**config.mk**
```make
export PLATFORM = sky130hd
export DESIGN_NAME = touch_affine_calibration
export DESIGN_NICKNAME = d
export VERILOG_FILES = /design/src/hw/rtl/tac_pkg.sv /design/src/hw/rtl/tac_mac.sv /design/src/hw/rtl/tac_div.sv /design/src/hw/rtl/touch_affine_calibration.sv
export VERILOG_INCLUDE_DIRS = /design/src /design/src/hw/rtl
export SDC_FILE = /design/constraint.sdc
export NUM_CORES = 2
export LEC_CHECK = 0
export ABC_CLOCK_PERIOD_IN_PS = 11800
export BUFFER_PORTS_ARGS = -buffer_cell sky130_fd_sc_hd__buf_2
export CORE_MARGIN = 5
export CORE_UTILIZATION = 25
export CTS_CLUSTER_SIZE = 8
export DETAILED_ROUTE_END_ITERATION = 12
export HOLD_SLACK_MARGIN = 0.1
export RECOVER_POWER = 25
export SLEW_MARGIN = 20
export SYNTH_ARGS = -nofsm -noshare
export SYNTH_HDL_FRONTEND = slang
export SYNTH_SLANG_ARGS = --single-unit
export TNS_END_PERCENT = 5
```
**constraint.sdc**
```tcl
create_clock -name clock -period 11.8 [get_ports clock]
set_input_delay 0.59 -clock clock [delete_from_list [all_inputs] [get_ports clock]]
set_output_delay 0.59 -clock clock [all_outputs]
set_load 0.005 [all_outputs]
```
**src/hw/rtl/touch_affine_calibration_defines.svh**
```systemverilog
// Assertion macros shared by the touch calibration RTL.
// No dependencies; define NO_ASSERTIONS to compile the checks away.
`ifndef TOUCH_AFFINE_CALIBRATION_DEFINES_SVH
`define TOUCH_AFFINE_CALIBRATION_DEFINES_SVH
`ifndef NO_ASSERTIONS
// Check a property outside reset.
`define TAC_ASSERT(label, clk, rst, prop, msg) \
   label: assert property (@(posedge clk) disable iff (rst) prop) else $error(msg);
// Check a property at every edge, reset included.
`define TAC_ASSERT_ALWAYS(label, clk, prop, msg) \
   label: assert property (@(posedge clk) prop) else $error(msg);
`else
`define TAC_ASSERT(label, clk, rst, prop, msg)
`define TAC_ASSERT_ALWAYS(label, clk, prop, msg)
`endif
`endif

```
**src/hw/rtl/tac_pkg.sv**
```systemverilog
// Shared types and constants of the touch calibration block.
// No dependencies; used by the serial MAC, the divider and the top level.
package tac_pkg;

   localparam int CoefBits  = 32;
   localparam int AccBits   = 48;
   localparam int DigitBits = 12;
   localparam int RawBits   = 10;
   localparam int TgtBits   = 8;
   localparam int ScrBits   = 16;
   localparam int NumTgtRegs = 6;
   localparam int IdxBits   = 3;

   localparam logic [TgtBits-1:0] TargetReset [NumTgtRegs] =
      '{8'd24, 8'd13, 8'd120, 8'd114, 8'd215, 8'd63};

   localparam logic [AccBits-1:0] SatPos = 48'd32767;
   localparam logic [AccBits-1:0] SatNeg = 48'd32768;

   typedef enum logic [1:0] {
      ST_IDLE,
      ST_MAC,
      ST_DIV,
      ST_RESP
   } state_type;

   typedef struct packed {
      logic start;
      logic neg;
   } mac_ctl_type;

endpackage

```
**src/hw/rtl/tac_mac.sv**
```systemverilog
// Bit-serial multiply-accumulate: acc = acc_init + p * q (minus when ctl.neg), one bit of q per cycle.
// Depends on tac_pkg.
module tac_mac (
   input  logic                                 clock,
   input  logic                                 reset,
   input  tac_pkg::mac_ctl_type                 ctl,
   input  logic signed [tac_pkg::CoefBits-1:0]  p,
   input  logic [tac_pkg::DigitBits-1:0]        q,
   input  logic [tac_pkg::AccBits-1:0]          acc_init,
   output logic                                 done,
   output logic [tac_pkg::AccBits-1:0]          acc
);
   localparam int CntBits = $clog2(tac_pkg::DigitBits);
   localparam logic [CntBits-1:0] CntLast = CntBits'(tac_pkg::DigitBits - 1);

   logic                        run_ff, run_in, done_ff, done_in;
   logic [CntBits-1:0]          cnt_ff, cnt_in;
   logic [tac_pkg::AccBits-1:0] acc_ff, acc_in, psh_ff, psh_in, p_ext;
   logic [tac_pkg::DigitBits-1:0] q_ff, q_in;

   assign p_ext = {{(tac_pkg::AccBits - tac_pkg::CoefBits){p[tac_pkg::CoefBits-1]}}, p};

   always_comb begin
      run_in  = run_ff;
      done_in = 1'b0;
      cnt_in  = cnt_ff;
      acc_in  = acc_ff;
      psh_in  = psh_ff;
      q_in    = q_ff;
      if (ctl.start) begin
         run_in = 1'b1;
         cnt_in = '0;
         acc_in = acc_init;
         psh_in = ctl.neg ? -p_ext : p_ext;
         q_in   = q;
      end else if (run_ff) begin
         // top bit of q carries negative weight
         if (q_ff[0]) begin
            acc_in = (cnt_ff == CntLast) ? acc_ff - psh_ff : acc_ff + psh_ff;
         end
         psh_in = {psh_ff[tac_pkg::AccBits-2:0], 1'b0};
         q_in   = {1'b0, q_ff[tac_pkg::DigitBits-1:1]};
         cnt_in = cnt_ff + 1'b1;
         if (cnt_ff == CntLast) begin
            run_in  = 1'b0;
            done_in = 1'b1;
         end
      end
   end

   always_ff @(posedge clock) begin
      if (reset) begin
         run_ff  <= 1'b0;
         done_ff <= 1'b0;
      end else begin
         run_ff  <= run_in;
         done_ff <= done_in;
      end
   end

   always_ff @(posedge clock) begin
      cnt_ff <= cnt_in;
      acc_ff <= acc_in;
      psh_ff <= psh_in;
      q_ff   <= q_in;
   end

   assign done = done_ff;
   assign acc  = acc_ff;
endmodule

```
**src/hw/rtl/tac_div.sv**
```systemverilog
// Restoring divider, one quotient bit per cycle, truncating toward zero,
// result saturated to signed 16 bits. Depends on tac_pkg.
module tac_div (
   input  logic                                 clock,
   input  logic                                 reset,
   input  logic                                 start,
   input  logic [tac_pkg::AccBits-1:0]          num,
   input  logic [tac_pkg::CoefBits-1:0]         den,
   output logic                                 done,
   output logic [tac_pkg::ScrBits-1:0]          result
);
   localparam int CntBits = $clog2(tac_pkg::AccBits);
   localparam logic [CntBits-1:0] CntLast = CntBits'(tac_pkg::AccBits - 1);

   logic                          run_ff, run_in, fin_ff, fin_in, done_ff, done_in;
   logic                          neg_ff, neg_in, zero_ff, zero_in;
   logic [CntBits-1:0]            cnt_ff, cnt_in;
   logic [tac_pkg::AccBits-1:0]   mag_ff, mag_in, quo_ff, quo_in;
   logic [tac_pkg::CoefBits:0]    rem_ff, rem_in, rem_sh;
   logic [tac_pkg::CoefBits-1:0]  den_ff, den_in;
   logic [tac_pkg::ScrBits-1:0]   res_ff, res_in;

   assign rem_sh = {rem_ff[tac_pkg::CoefBits-1:0], mag_ff[tac_pkg::AccBits-1]};

   always_comb begin
      run_in  = run_ff;
      fin_in  = 1'b0;
      done_in = 1'b0;
      neg_in  = neg_ff;
      zero_in = zero_ff;
      cnt_in  = cnt_ff;
      mag_in  = mag_ff;
      quo_in  = quo_ff;
      rem_in  = rem_ff;
      den_in  = den_ff;
      res_in  = res_ff;
      if (start) begin
         run_in  = 1'b1;
         cnt_in  = '0;
         rem_in  = '0;
         quo_in  = '0;
         neg_in  = num[tac_pkg::AccBits-1] ^ den[tac_pkg::CoefBits-1];
         zero_in = (den == '0);
         mag_in  = num[tac_pkg::AccBits-1] ? -num : num;
         den_in  = den[tac_pkg::CoefBits-1] ? -den : den;
      end else if (run_ff) begin
         mag_in = {mag_ff[tac_pkg::AccBits-2:0], 1'b0};
         if (rem_sh >= {1'b0, den_ff}) begin
            rem_in = rem_sh - {1'b0, den_ff};
            quo_in = {quo_ff[tac_pkg::AccBits-2:0], 1'b1};
         end else begin
            rem_in = rem_sh;
            quo_in = {quo_ff[tac_pkg::AccBits-2:0], 1'b0};
         end
         cnt_in = cnt_ff + 1'b1;
         if (cnt_ff == CntLast) begin
            run_in = 1'b0;
            fin_in = 1'b1;
         end
      end else if (fin_ff) begin
         // sign and clamp the magnitude
         done_in = 1'b1;
         priority if (zero_ff) begin
            res_in = '0;
         end else if (!neg_ff) begin
            res_in = (quo_ff > tac_pkg::SatPos) ? 16'h7fff : quo_ff[tac_pkg::ScrBits-1:0];
         end else begin
            res_in = (quo_ff > tac_pkg::SatNeg) ? 16'h8000 : -quo_ff[tac_pkg::ScrBits-1:0];
         end
      end
   end

   always_ff @(posedge clock) begin
      if (reset) begin
         run_ff  <= 1'b0;
         fin_ff  <= 1'b0;
         done_ff <= 1'b0;
      end else begin
         run_ff  <= run_in;
         fin_ff  <= fin_in;
         done_ff <= done_in;
      end
   end

   always_ff @(posedge clock) begin
      neg_ff  <= neg_in;
      zero_ff <= zero_in;
      cnt_ff  <= cnt_in;
      mag_ff  <= mag_in;
      quo_ff  <= quo_in;
      rem_ff  <= rem_in;
      den_ff  <= den_in;
      res_ff  <= res_in;
   end

   assign done   = done_ff;
   assign result = res_ff;
endmodule

```
**src/hw/rtl/touch_affine_calibration.sv**
```systemverilog
// Touch calibration: a word without coordinates or an early capture goes straight to the response state.
// A mapped sample runs 4 serial MAC passes (one bit of x or y per cycle) and 2 divides (one
// quotient bit per cycle); the third capture runs 16 MAC passes for the fit.
// One word at a time; the next is taken while the finished result waits on rsp.
// Synchronous reset restores identity coefficients, default targets and clears the drag flag.
`include "touch_affine_calibration_defines.svh"
module touch_affine_calibration (
   input  logic        clock,
   input  logic        reset,
   input  logic        req_tvalid,
   output logic        req_tready,
   input  logic [23:0] req_tdata,   // raw_x[9:0], raw_y[19:10], zero pad
   input  logic [1:0]  req_tuser,   // cmd[0], coord_flag[1]
   input  logic        req_tlast,   // end_flag
   output logic        rsp_tvalid,
   input  logic        rsp_tready,
   output logic [39:0] rsp_tdata,   // screen_x[15:0], screen_y[31:16], dragging[32], zero pad
   output logic [2:0]  rsp_tuser,   // point_valid[0], calib_done[1], calib_accepted[2]
   input  logic        csr_we,
   input  logic [2:0]  csr_index,
   input  logic [7:0]  csr_wdata
);
   localparam int CB = tac_pkg::CoefBits;
   localparam int AB = tac_pkg::AccBits;
   localparam int DB = tac_pkg::DigitBits;
   localparam int RB = tac_pkg::RawBits;
   localparam int SB = tac_pkg::ScrBits;

   // micro-op numbers: mapping passes first, then the fit
   localparam logic [4:0] OpMapFirst = 5'd0;
   localparam logic [4:0] OpMapLast  = 5'd3;
   localparam logic [4:0] OpFitFirst = 5'd4;
   localparam logic [4:0] OpFitLast  = 5'd19;

   typedef enum logic [1:0] {INIT_ZERO, INIT_KEEP, INIT_C, INIT_F} init_type;
   typedef enum logic [3:0] {
      DST_NONE, DST_NX, DST_NY, DST_NK, DST_NA, DST_NB, DST_NC, DST_ND, DST_NE, DST_NF
   } dest_type;

   tac_pkg::state_type state_ff, state_in;

   logic [tac_pkg::TgtBits-1:0] tgt_ff [tac_pkg::NumTgtRegs];
   logic [RB-1:0]  cap_x_ff [3];
   logic [RB-1:0]  cap_y_ff [3];
   logic [1:0]     cap_idx_ff;
   logic           drag_ff;
   logic [CB-1:0]  coef_a_ff, coef_b_ff, coef_c_ff, coef_d_ff, coef_e_ff, coef_f_ff;
   logic [CB-1:0]  divisor_ff;
   logic [CB-1:0]  nk_ff, na_ff, nb_ff, nc_ff, nd_ff, ne_ff;
   logic [AB-1:0]  nx_ff, ny_ff;
   logic [RB-1:0]  in_x_ff, in_y_ff;
   logic [4:0]     op_ff, op_in;
   logic           mac_go_ff, mac_go_in, div_go_ff, div_go_in, div_sel_ff, div_sel_in;
   logic [SB-1:0]  res_x_ff, res_y_ff;
   logic           res_valid_ff, res_done_ff, res_acc_ff;
   logic           rsp_valid_ff;
   logic [39:0]    rsp_data_ff;
   logic [2:0]     rsp_user_ff;

   logic           accept, load_rsp, mac_done, div_done;
   logic [AB-1:0]  mac_acc, acc_init;
   logic [SB-1:0]  div_res;
   logic signed [CB-1:0] op_p;
   logic [DB-1:0]  op_q;
   logic           op_neg;
   init_type       op_init;
   dest_type       op_dest;
   tac_pkg::mac_ctl_type mac_ctl;

   logic [RB-1:0]  raw_x, raw_y;
   logic           cmd, coord, endf;

   assign raw_x = req_tdata[RB-1:0];
   assign raw_y = req_tdata[2*RB-1:RB];
   assign cmd   = req_tuser[0];
   assign coord = req_tuser[1];
   assign endf  = req_tlast;

   assign req_tready = (state_ff == tac_pkg::ST_IDLE);
   assign accept     = req_tvalid && req_tready;
   assign load_rsp   = (state_ff == tac_pkg::ST_RESP) && (!rsp_valid_ff || rsp_tready);

   // differences of captured points and targets, all fit in the 12-bit digit
   logic signed [DB-1:0] dtx0, dtx1, dty0, dty1, ddx0, ddx1, ddy0, ddy1;
   logic [DB-1:0] tx2q, ty2q, dx2q, dy2q, xq, yq;
   assign dtx0 = {2'b00, cap_x_ff[0]} - {2'b00, cap_x_ff[2]};
   assign dtx1 = {2'b00, cap_x_ff[1]} - {2'b00, cap_x_ff[2]};
   assign dty0 = {2'b00, cap_y_ff[0]} - {2'b00, cap_y_ff[2]};
   assign dty1 = {2'b00, cap_y_ff[1]} - {2'b00, cap_y_ff[2]};
   assign ddx0 = {4'h0, tgt_ff[0]} - {4'h0, tgt_ff[4]};
   assign ddx1 = {4'h0, tgt_ff[2]} - {4'h0, tgt_ff[4]};
   assign ddy0 = {4'h0, tgt_ff[1]} - {4'h0, tgt_ff[5]};
   assign ddy1 = {4'h0, tgt_ff[3]} - {4'h0, tgt_ff[5]};
   assign tx2q = {2'b00, cap_x_ff[2]};
   assign ty2q = {2'b00, cap_y_ff[2]};
   assign dx2q = {4'h0, tgt_ff[4]};
   assign dy2q = {4'h0, tgt_ff[5]};
   assign xq   = {2'b00, in_x_ff};
   assign yq   = {2'b00, in_y_ff};

   function automatic logic [CB-1:0] sx12(input logic [DB-1:0] v);
      sx12 = {{(CB - DB){v[DB-1]}}, v};
   endfunction

   // Micro-program. Fit: K, then A B D E by 2x2 determinants, then
   // C = K*x2' - A*x2 - B*y2 and F = K*y2' - D*x2 - E*y2, which equal the
   // three-point formulas since the fitted map hits the third target exactly.
   always_comb begin
      op_p    = '0;
      op_q    = '0;
      op_neg  = 1'b0;
      op_init = INIT_ZERO;
      op_dest = DST_NONE;
      unique case (op_ff)
         5'd0:  begin op_p = coef_a_ff; op_q = xq; op_init = INIT_C; end
         5'd1:  begin op_p = coef_b_ff; op_q = yq; op_init = INIT_KEEP; op_dest = DST_NX; end
         5'd2:  begin op_p = coef_d_ff; op_q = xq; op_init = INIT_F; end
         5'd3:  begin op_p = coef_e_ff; op_q = yq; op_init = INIT_KEEP; op_dest = DST_NY; end
         5'd4:  begin op_p = sx12(dtx0); op_q = dty1; end
         5'd5:  begin
            op_p = sx12(dtx1); op_q = dty0; op_neg = 1'b1; op_init = INIT_KEEP;
            op_dest = DST_NK;
         end
         5'd6:  begin op_p = sx12(ddx0); op_q = dty1; end
         5'd7:  begin
            op_p = sx12(ddx1); op_q = dty0; op_neg = 1'b1; op_init = INIT_KEEP;
            op_dest = DST_NA;
         end
         5'd8:  begin op_p = sx12(dtx0); op_q = ddx1; end
         5'd9:  begin
            op_p = sx12(dtx1); op_q = ddx0; op_neg = 1'b1; op_init = INIT_KEEP;
            op_dest = DST_NB;
         end
         5'd10: begin op_p = sx12(ddy0); op_q = dty1; end
         5'd11: begin
            op_p = sx12(ddy1); op_q = dty0; op_neg = 1'b1; op_init = INIT_KEEP;
            op_dest = DST_ND;
         end
         5'd12: begin op_p = sx12(dtx0); op_q = ddy1; end
         5'd13: begin
            op_p = sx12(dtx1); op_q = ddy0; op_neg = 1'b1; op_init = INIT_KEEP;
            op_dest = DST_NE;
         end
         5'd14: begin op_p = nk_ff; op_q = dx2q; end
         5'd15: begin op_p = na_ff; op_q = tx2q; op_neg = 1'b1; op_init = INIT_KEEP; end
         5'd16: begin
            op_p = nb_ff; op_q = ty2q; op_neg = 1'b1; op_init = INIT_KEEP;
            op_dest = DST_NC;
         end
         5'd17: begin op_p = nk_ff; op_q = dy2q; end
         5'd18: begin op_p = nd_ff; op_q = tx2q; op_neg = 1'b1; op_init = INIT_KEEP; end
         5'd19: begin
            op_p = ne_ff; op_q = ty2q; op_neg = 1'b1; op_init = INIT_KEEP;
            op_dest = DST_NF;
         end
         default: begin op_p = '0; end
      endcase
   end

   always_comb begin
      unique case (op_init)
         INIT_ZERO: acc_init = '0;
         INIT_KEEP: acc_init = mac_acc;
         INIT_C:    acc_init = {{(AB - CB){coef_c_ff[CB-1]}}, coef_c_ff};
         INIT_F:    acc_init = {{(AB - CB){coef_f_ff[CB-1]}}, coef_f_ff};
         default:   acc_init = '0;
      endcase
   end

   assign mac_ctl.start = mac_go_ff;
   assign mac_ctl.neg   = op_neg;

   tac_mac u_mac (
      .clock    (clock),
      .reset    (reset),
      .ctl      (mac_ctl),
      .p        (op_p),
      .q        (op_q),
      .acc_init (acc_init),
      .done     (mac_done),
      .acc      (mac_acc)
   );

   tac_div u_div (
      .clock  (clock),
      .reset  (reset),
      .start  (div_go_ff),
      .num    (div_sel_ff ? ny_ff : nx_ff),
      .den    (divisor_ff),
      .done   (div_done),
      .result (div_res)
   );

   // sequencer: next state and strobes
   always_comb begin
      state_in   = state_ff;
      op_in      = op_ff;
      mac_go_in  = 1'b0;
      div_go_in  = 1'b0;
      div_sel_in = div_sel_ff;
      unique case (state_ff)
         tac_pkg::ST_IDLE: begin
            if (accept) begin
               priority if (!cmd && coord) begin
                  state_in  = tac_pkg::ST_MAC;
                  op_in     = OpMapFirst;
                  mac_go_in = 1'b1;
               end else if (cmd && cap_idx_ff == 2'd2) begin
                  state_in  = tac_pkg::ST_MAC;
                  op_in     = OpFitFirst;
                  mac_go_in = 1'b1;
               end else begin
                  state_in = tac_pkg::ST_RESP;
               end
            end
         end
         tac_pkg::ST_MAC: begin
            if (mac_done) begin
               priority if (op_ff == OpMapLast) begin
                  state_in   = tac_pkg::ST_DIV;
                  div_go_in  = 1'b1;
                  div_sel_in = 1'b0;
               end else if (op_ff == OpFitLast) begin
                  state_in = tac_pkg::ST_RESP;
               end else begin
                  op_in     = op_ff + 1'b1;
                  mac_go_in = 1'b1;
               end
            end
         end
         tac_pkg::ST_DIV: begin
            if (div_done) begin
               if (!div_sel_ff) begin
                  div_sel_in = 1'b1;
                  div_go_in  = 1'b1;
               end else begin
                  state_in = tac_pkg::ST_RESP;
               end
            end
         end
         tac_pkg::ST_RESP: begin
            if (load_rsp) state_in = tac_pkg::ST_IDLE;
         end
         default: state_in = tac_pkg::ST_IDLE;
      endcase
   end

   always_ff @(posedge clock) begin
      if (reset) begin
         state_ff   <= tac_pkg::ST_IDLE;
         op_ff      <= '0;
         mac_go_ff  <= 1'b0;
         div_go_ff  <= 1'b0;
         div_sel_ff <= 1'b0;
      end else begin
         state_ff   <= state_in;
         op_ff      <= op_in;
         mac_go_ff  <= mac_go_in;
         div_go_ff  <= div_go_in;
         div_sel_ff <= div_sel_in;
      end
   end

   // architectural state: targets, drag flag, capture index, coefficients
   always_ff @(posedge clock) begin
      if (reset) begin
         for (int i = 0; i < tac_pkg::NumTgtRegs; i++) tgt_ff[i] <= tac_pkg::TargetReset[i];
         drag_ff    <= 1'b0;
         cap_idx_ff <= 2'd0;
         coef_a_ff  <= 32'd1;
         coef_b_ff  <= '0;
         coef_c_ff  <= '0;
         coef_d_ff  <= '0;
         coef_e_ff  <= 32'd1;
         coef_f_ff  <= '0;
         divisor_ff <= 32'd1;
      end else begin
         // drop writes past the last target register
         if (csr_we && csr_index < tac_pkg::IdxBits'(tac_pkg::NumTgtRegs)) begin
            tgt_ff[csr_index] <= csr_wdata;
         end
         if (accept) begin
            if (!cmd) begin
               priority if (endf) drag_ff <= 1'b0;
               else if (coord)    drag_ff <= 1'b1;
            end else begin
               cap_idx_ff <= (cap_idx_ff == 2'd2) ? 2'd0 : cap_idx_ff + 2'd1;
            end
         end
         // commit the fit only with a nonzero determinant
         if (state_ff == tac_pkg::ST_MAC && mac_done && op_ff == OpFitLast && nk_ff != '0) begin
            coef_a_ff  <= na_ff;
            coef_b_ff  <= nb_ff;
            coef_c_ff  <= nc_ff;
            coef_d_ff  <= nd_ff;
            coef_e_ff  <= ne_ff;
            coef_f_ff  <= mac_acc[CB-1:0];
            divisor_ff <= nk_ff;
         end
      end
   end

   // payload: captures, operands, partial results
   always_ff @(posedge clock) begin
      if (accept) begin
         in_x_ff <= raw_x;
         in_y_ff <= raw_y;
         if (cmd) begin
            cap_x_ff[cap_idx_ff] <= raw_x;
            cap_y_ff[cap_idx_ff] <= raw_y;
         end
         res_x_ff     <= '0;
         res_y_ff     <= '0;
         res_valid_ff <= !cmd && coord;
         res_done_ff  <= cmd && cap_idx_ff == 2'd2;
         res_acc_ff   <= 1'b0;
      end
      if (state_ff == tac_pkg::ST_MAC && mac_done) begin
         unique case (op_dest)
            DST_NX:   nx_ff <= mac_acc;
            DST_NY:   ny_ff <= mac_acc;
            DST_NK:   nk_ff <= mac_acc[CB-1:0];
            DST_NA:   na_ff <= mac_acc[CB-1:0];
            DST_NB:   nb_ff <= mac_acc[CB-1:0];
            DST_NC:   nc_ff <= mac_acc[CB-1:0];
            DST_ND:   nd_ff <= mac_acc[CB-1:0];
            DST_NE:   ne_ff <= mac_acc[CB-1:0];
            DST_NF:   res_acc_ff <= (nk_ff != '0);
            default:  ;
         endcase
      end
      if (state_ff == tac_pkg::ST_DIV && div_done) begin
         if (div_sel_ff) res_y_ff <= div_res;
         else            res_x_ff <= div_res;
      end
      if (load_rsp) begin
         rsp_data_ff <= {7'd0, drag_ff, res_y_ff, res_x_ff};
         rsp_user_ff <= {res_acc_ff, res_done_ff, res_valid_ff};
      end
   end

   // output register: hold the word until taken
   always_ff @(posedge clock) begin
      if (reset) begin
         rsp_valid_ff <= 1'b0;
      end else if (load_rsp) begin
         rsp_valid_ff <= 1'b1;
      end else if (rsp_tready) begin
         rsp_valid_ff <= 1'b0;
      end
   end

   assign rsp_tvalid = rsp_valid_ff;
   assign rsp_tdata  = rsp_data_ff;
   assign rsp_tuser  = rsp_user_ff;

   `TAC_ASSERT_ALWAYS(a_reset_empties_rsp, clock, reset |=> !rsp_tvalid, "rsp valid after reset")
   `TAC_ASSERT(a_divisor_nonzero, clock, reset, divisor_ff != '0, "zero divisor stored")
   `TAC_ASSERT(a_acc_needs_done, clock, reset, rsp_tvalid |-> !(rsp_tuser[2] && !rsp_tuser[1]), "accepted without done")
   `TAC_ASSERT(a_point_or_calib, clock, reset, rsp_tvalid |-> !(rsp_tuser[0] && rsp_tuser[1]), "point and calib in one word")
   `TAC_ASSERT(a_one_at_a_time, clock, reset, accept |=> !req_tready, "second word taken while busy")
   `TAC_ASSERT(a_capture_index, clock, reset, cap_idx_ff != 2'd3, "capture index out of range")
endmodule

```
==> impl_results.md <==
* GR peak layer: met2
* Routed vias at around 38000
* DRT Wirelength at between 100000 and 150000 microns
* Via-to-Cell Ratio at 4.900
* Switching pwr at 2.530 mW
* Final period utilization at 51.07%
* Worst skew pair latency at slightly below 0.8 ns
* Status: finished with violations
* Router iterations before antenna repair at 8
* FFs w/ async S/R, synth at 0%
* Cells resized by post-CTS repair at 0
* Clk pin slew, worst setup/hold paths at 0.05 ns
* Area leader, netlist: edfxtp_1
* Reg2reg setup slack at 5.77 ns
* Max clock buf depth at 3
* Final setup vio count at 0
* Die height at 460.1 microns
* YS warnings at 0
* CP Class: flop to flop
* Met2 Use GR at 20.63%
* Syn Area/Cell at 10.33 sq um
* Final hold slack at around 0.17 ns
* Yosys reg bits at 1026
* M3 GR Usage at 2.226%
* CP Data Arrival Time at between 6 and 7 ns
* HPWL after DPL at 91740 microns
* Top post-synthesis cells by area: edfxtp_1 39%, dfxtp_1 14%, nand2_1 5.4%, a21oi_1 4.1%, ha_1 3.9%
* Share of layout cells above drive strength 1 at 8.826%
* Post-synthesis cell type count at 93
* Worst setup SP type: flop
* Initial Util at 25.08%
* Total Power at roughly 9.3 mW
* Post-synth EDFFs at 660
* Synthesis-to-finish area growth at 15.49%
* # clock sinks at between 1000 and 1500
* Hold path depth at 2
* End-of-flow core utilization at about 29%
* Grt met1 use at 16.65%
* Maximum Capacitance Violations at 3
* Cell Int Power at just under 7 mW
* DRC viols at 0
* Largest net degree at the start of global routing at 225
* IO Port Bufs at 76
* Post-synthesis sequential area ratio at 53.60%
* Sw frac at 27.13%
* Most used DFF post-synth: edfxtp_1
* First-pass GRT wire length at around 210000 microns
* Num rows at 165
* Worst hold path class: input pin to flop
* Power Density at 159.5 nW/um^2
* Final Hold Viols at 0
* CTS Buf Count at about 150
* Most numerous cell in the Yosys netlist: nand2_1
* Critical R2R Launch: op_ff[4]
* Max Clock Freq at 0.1659 GHz
* Post-synth top cells: 735 x nand2_1, 660 x edfxtp_1, 410 x a21oi_1
* Max FO, Critical Path at 38
* Detailed Route Iter0 Violations at 3359
* Initial antenna violation count at 12
* DR WL/cell at approximately 18 microns
* FILL cells at around 21000
* Clock network fraction of total power at 41.9%
* Total grt overflow at 0
* Nets at about 5200
* RePlAce Congestion at ~0.89
* CTS Root Cell: clkbuf_16
* Die area at 211700 sq um
* Critical path required time at 12.27 ns
* Worst Reg2Reg Path Length in Cells at 15
* Slew @ Worst Pin at 5.330 ns
* Failing checks: capacitance limit, slew limit
* RSZ-0062 raised after global routing: false
* Worst slew margin at -255.3%
* Skew final at 0.05000 ns
* Synth top area share at around two fifths
* Vias in the first global route at between 30000 and 40000
* Hold-critical path endpoint: tgt_ff[4][7]
* RR Endpoint: u_mac.psh_ff[44]
* Mapped Area at about 51000 sq um
* Sequential Power Share at 43.7%
* Minimum clock period after layout at 6.026 ns
* Slew Limit Fails at 198
* CP endpoint kind: flop
* I/O pin total at 88
* Tot GR Track Use at 12.58%
* Antenna-violating nets left at 0
* Die W at ~460 microns
* Leak at 20.04 nW
* Share of total power in combinational logic at 14.4%
* Min-delay src: csr_wdata[7]
* Number of H-tree levels at 4
* VDD IR max at about 140 uV
* Core ar. at slightly above 200000 sq um
* Setup TNS Final at 0 ns
* Synth Instances at between 4000 and 5000
* CTS tree: done
critical path, cell delays in order (launching register included):
cell and delay, ns:
dfxtp_4 0.67, buf_4 0.63, and4b_1 0.48, or2_1 0.31
buf_4 0.30, a21oi_1 0.38, o2111ai_1 0.16, a21oi_1 0.40
ha_1 0.26, nand2_1 0.10, or4_1 0.53, nor3_2 0.14
buf_4 0.20, nand4_1 0.10, a31oi_1 0.84, nor2_1 0.16
sequential cells by signal, summed over array words and instances (netlist names), 33 cells and up:
register,cells
u_div.quo_ff,48
u_div.mag_ff,48
rsp_tdata,33
ny_ff,48
tgt_ff,48
u_mac.acc,48
u_mac.psh_ff,48
nx_ff,48
how the worst max path moves through the flow:
stage / from / endpoint / slack [ns] / cells after the start
after floorplan: op_ff[2] / u_mac.acc[0] / 5.84 / 15
after CTS: u_mac.psh_ff[14] / u_mac.acc[43] / 5.86 / 18
after global routing: u_mac.psh_ff[14] / u_mac.acc[43] / 5.37 / 18
after detailed placement: op_ff[4] / u_mac.psh_ff[44] / 5.89 / 15
final: op_ff[4] / u_mac.psh_ff[44] / 5.77 / 15
after global placement: u_mac.psh_ff[5] / u_mac.acc[46] / 5.91 / 18
area by class of cell:
class | count | area, sq um | share of cell area (%)
Tap cell | 2672 | 3343 | 5.716
Clock inverter | 12 | 232.7 | 0.3979
Timing Repair Buffer | 154 | 1026 | 1.754
Sequential cell | 1026 | 27160 | 46.43
Multi-Input combinational cell | 3462 | 22080 | 37.75
Inverter | 153 | 574.3 | 0.9819
Clock buffer | 235 | 4040 | 6.908
Antenna cell | 13 | 32.53 | 0.05562
power by group through the flow:
| stage | combinational [mW] | clock (mW) | sequential, mW |
|---|---|---|---|
| 6_report | 1.35 | 3.91 | 4.07 |
| 5_1_grt | 1.46 | 4.18 | 4.08 |
| 4_1_cts | 1.33 | 4.01 | 4.07 |
| 3_5_place_dp | 1.32 | 0 | 4.14 |
| 3_3_place_gp | 1.30 | 0 | 4.14 |
| 2_1_floorplan | 0.936 | 0 | 4.09 |
cell families after synthesis:
logic type,Yosys count,share of synthesized area (%)
buffers and inverters,419,3.249
AOI/OAI and AO/OA,1145,14.32
muxes,251,5.158
adders and majority gates,166,4.234
other,1,0.007405
DFF,1026,53.60
and+or+nand+nor,1645,15.14
xor gates and xnor gates,248,4.289
repair_timing:
action	CTS	global route
hold buffers	20	0
hold endpoints to repair	78	0
setup buffers	0	0
layout by cell type (no fill, tap or decap), types with 105 or more instances in the layout:
cell type    n
a21oi_1    408
clkbuf_1   108
clkbuf_16  148
dfxtp_1    362
edfxtp_1   660
ha_1       157
inv_1      151
mux2i_1    170
nand2_1    735
nand3_1    116
nor2_1     313
o21ai_0    206
xnor2_1    143
xor2_1     105
layer usage:
metal  vias to the layer above  wire (microns)
met2                      1226           63750
met4                         8            4004
met1                     18403           60450
met3                       266            9100
li1                      17961               -
met5                         -              37
through the flow:
| stage | worst slack [ns] | instances | instance area (sq um) |
|---|---|---|---|
| 2_1_floorplan | 5.838 | 4907 | 50670 |
| 3_3_place_gp | 5.910 | 7447 | 54020 |
| 3_5_place_dp | 5.891 | 7447 | 54020 |
| 4_1_cts | 5.855 | 7714 | 58500 |
| 5_1_grt | 5.369 | 7716 | 58460 |
| 6_report | 5.774 | 7727 | 58490 |
Note: power is estimated with default switching activity, not from simulation.
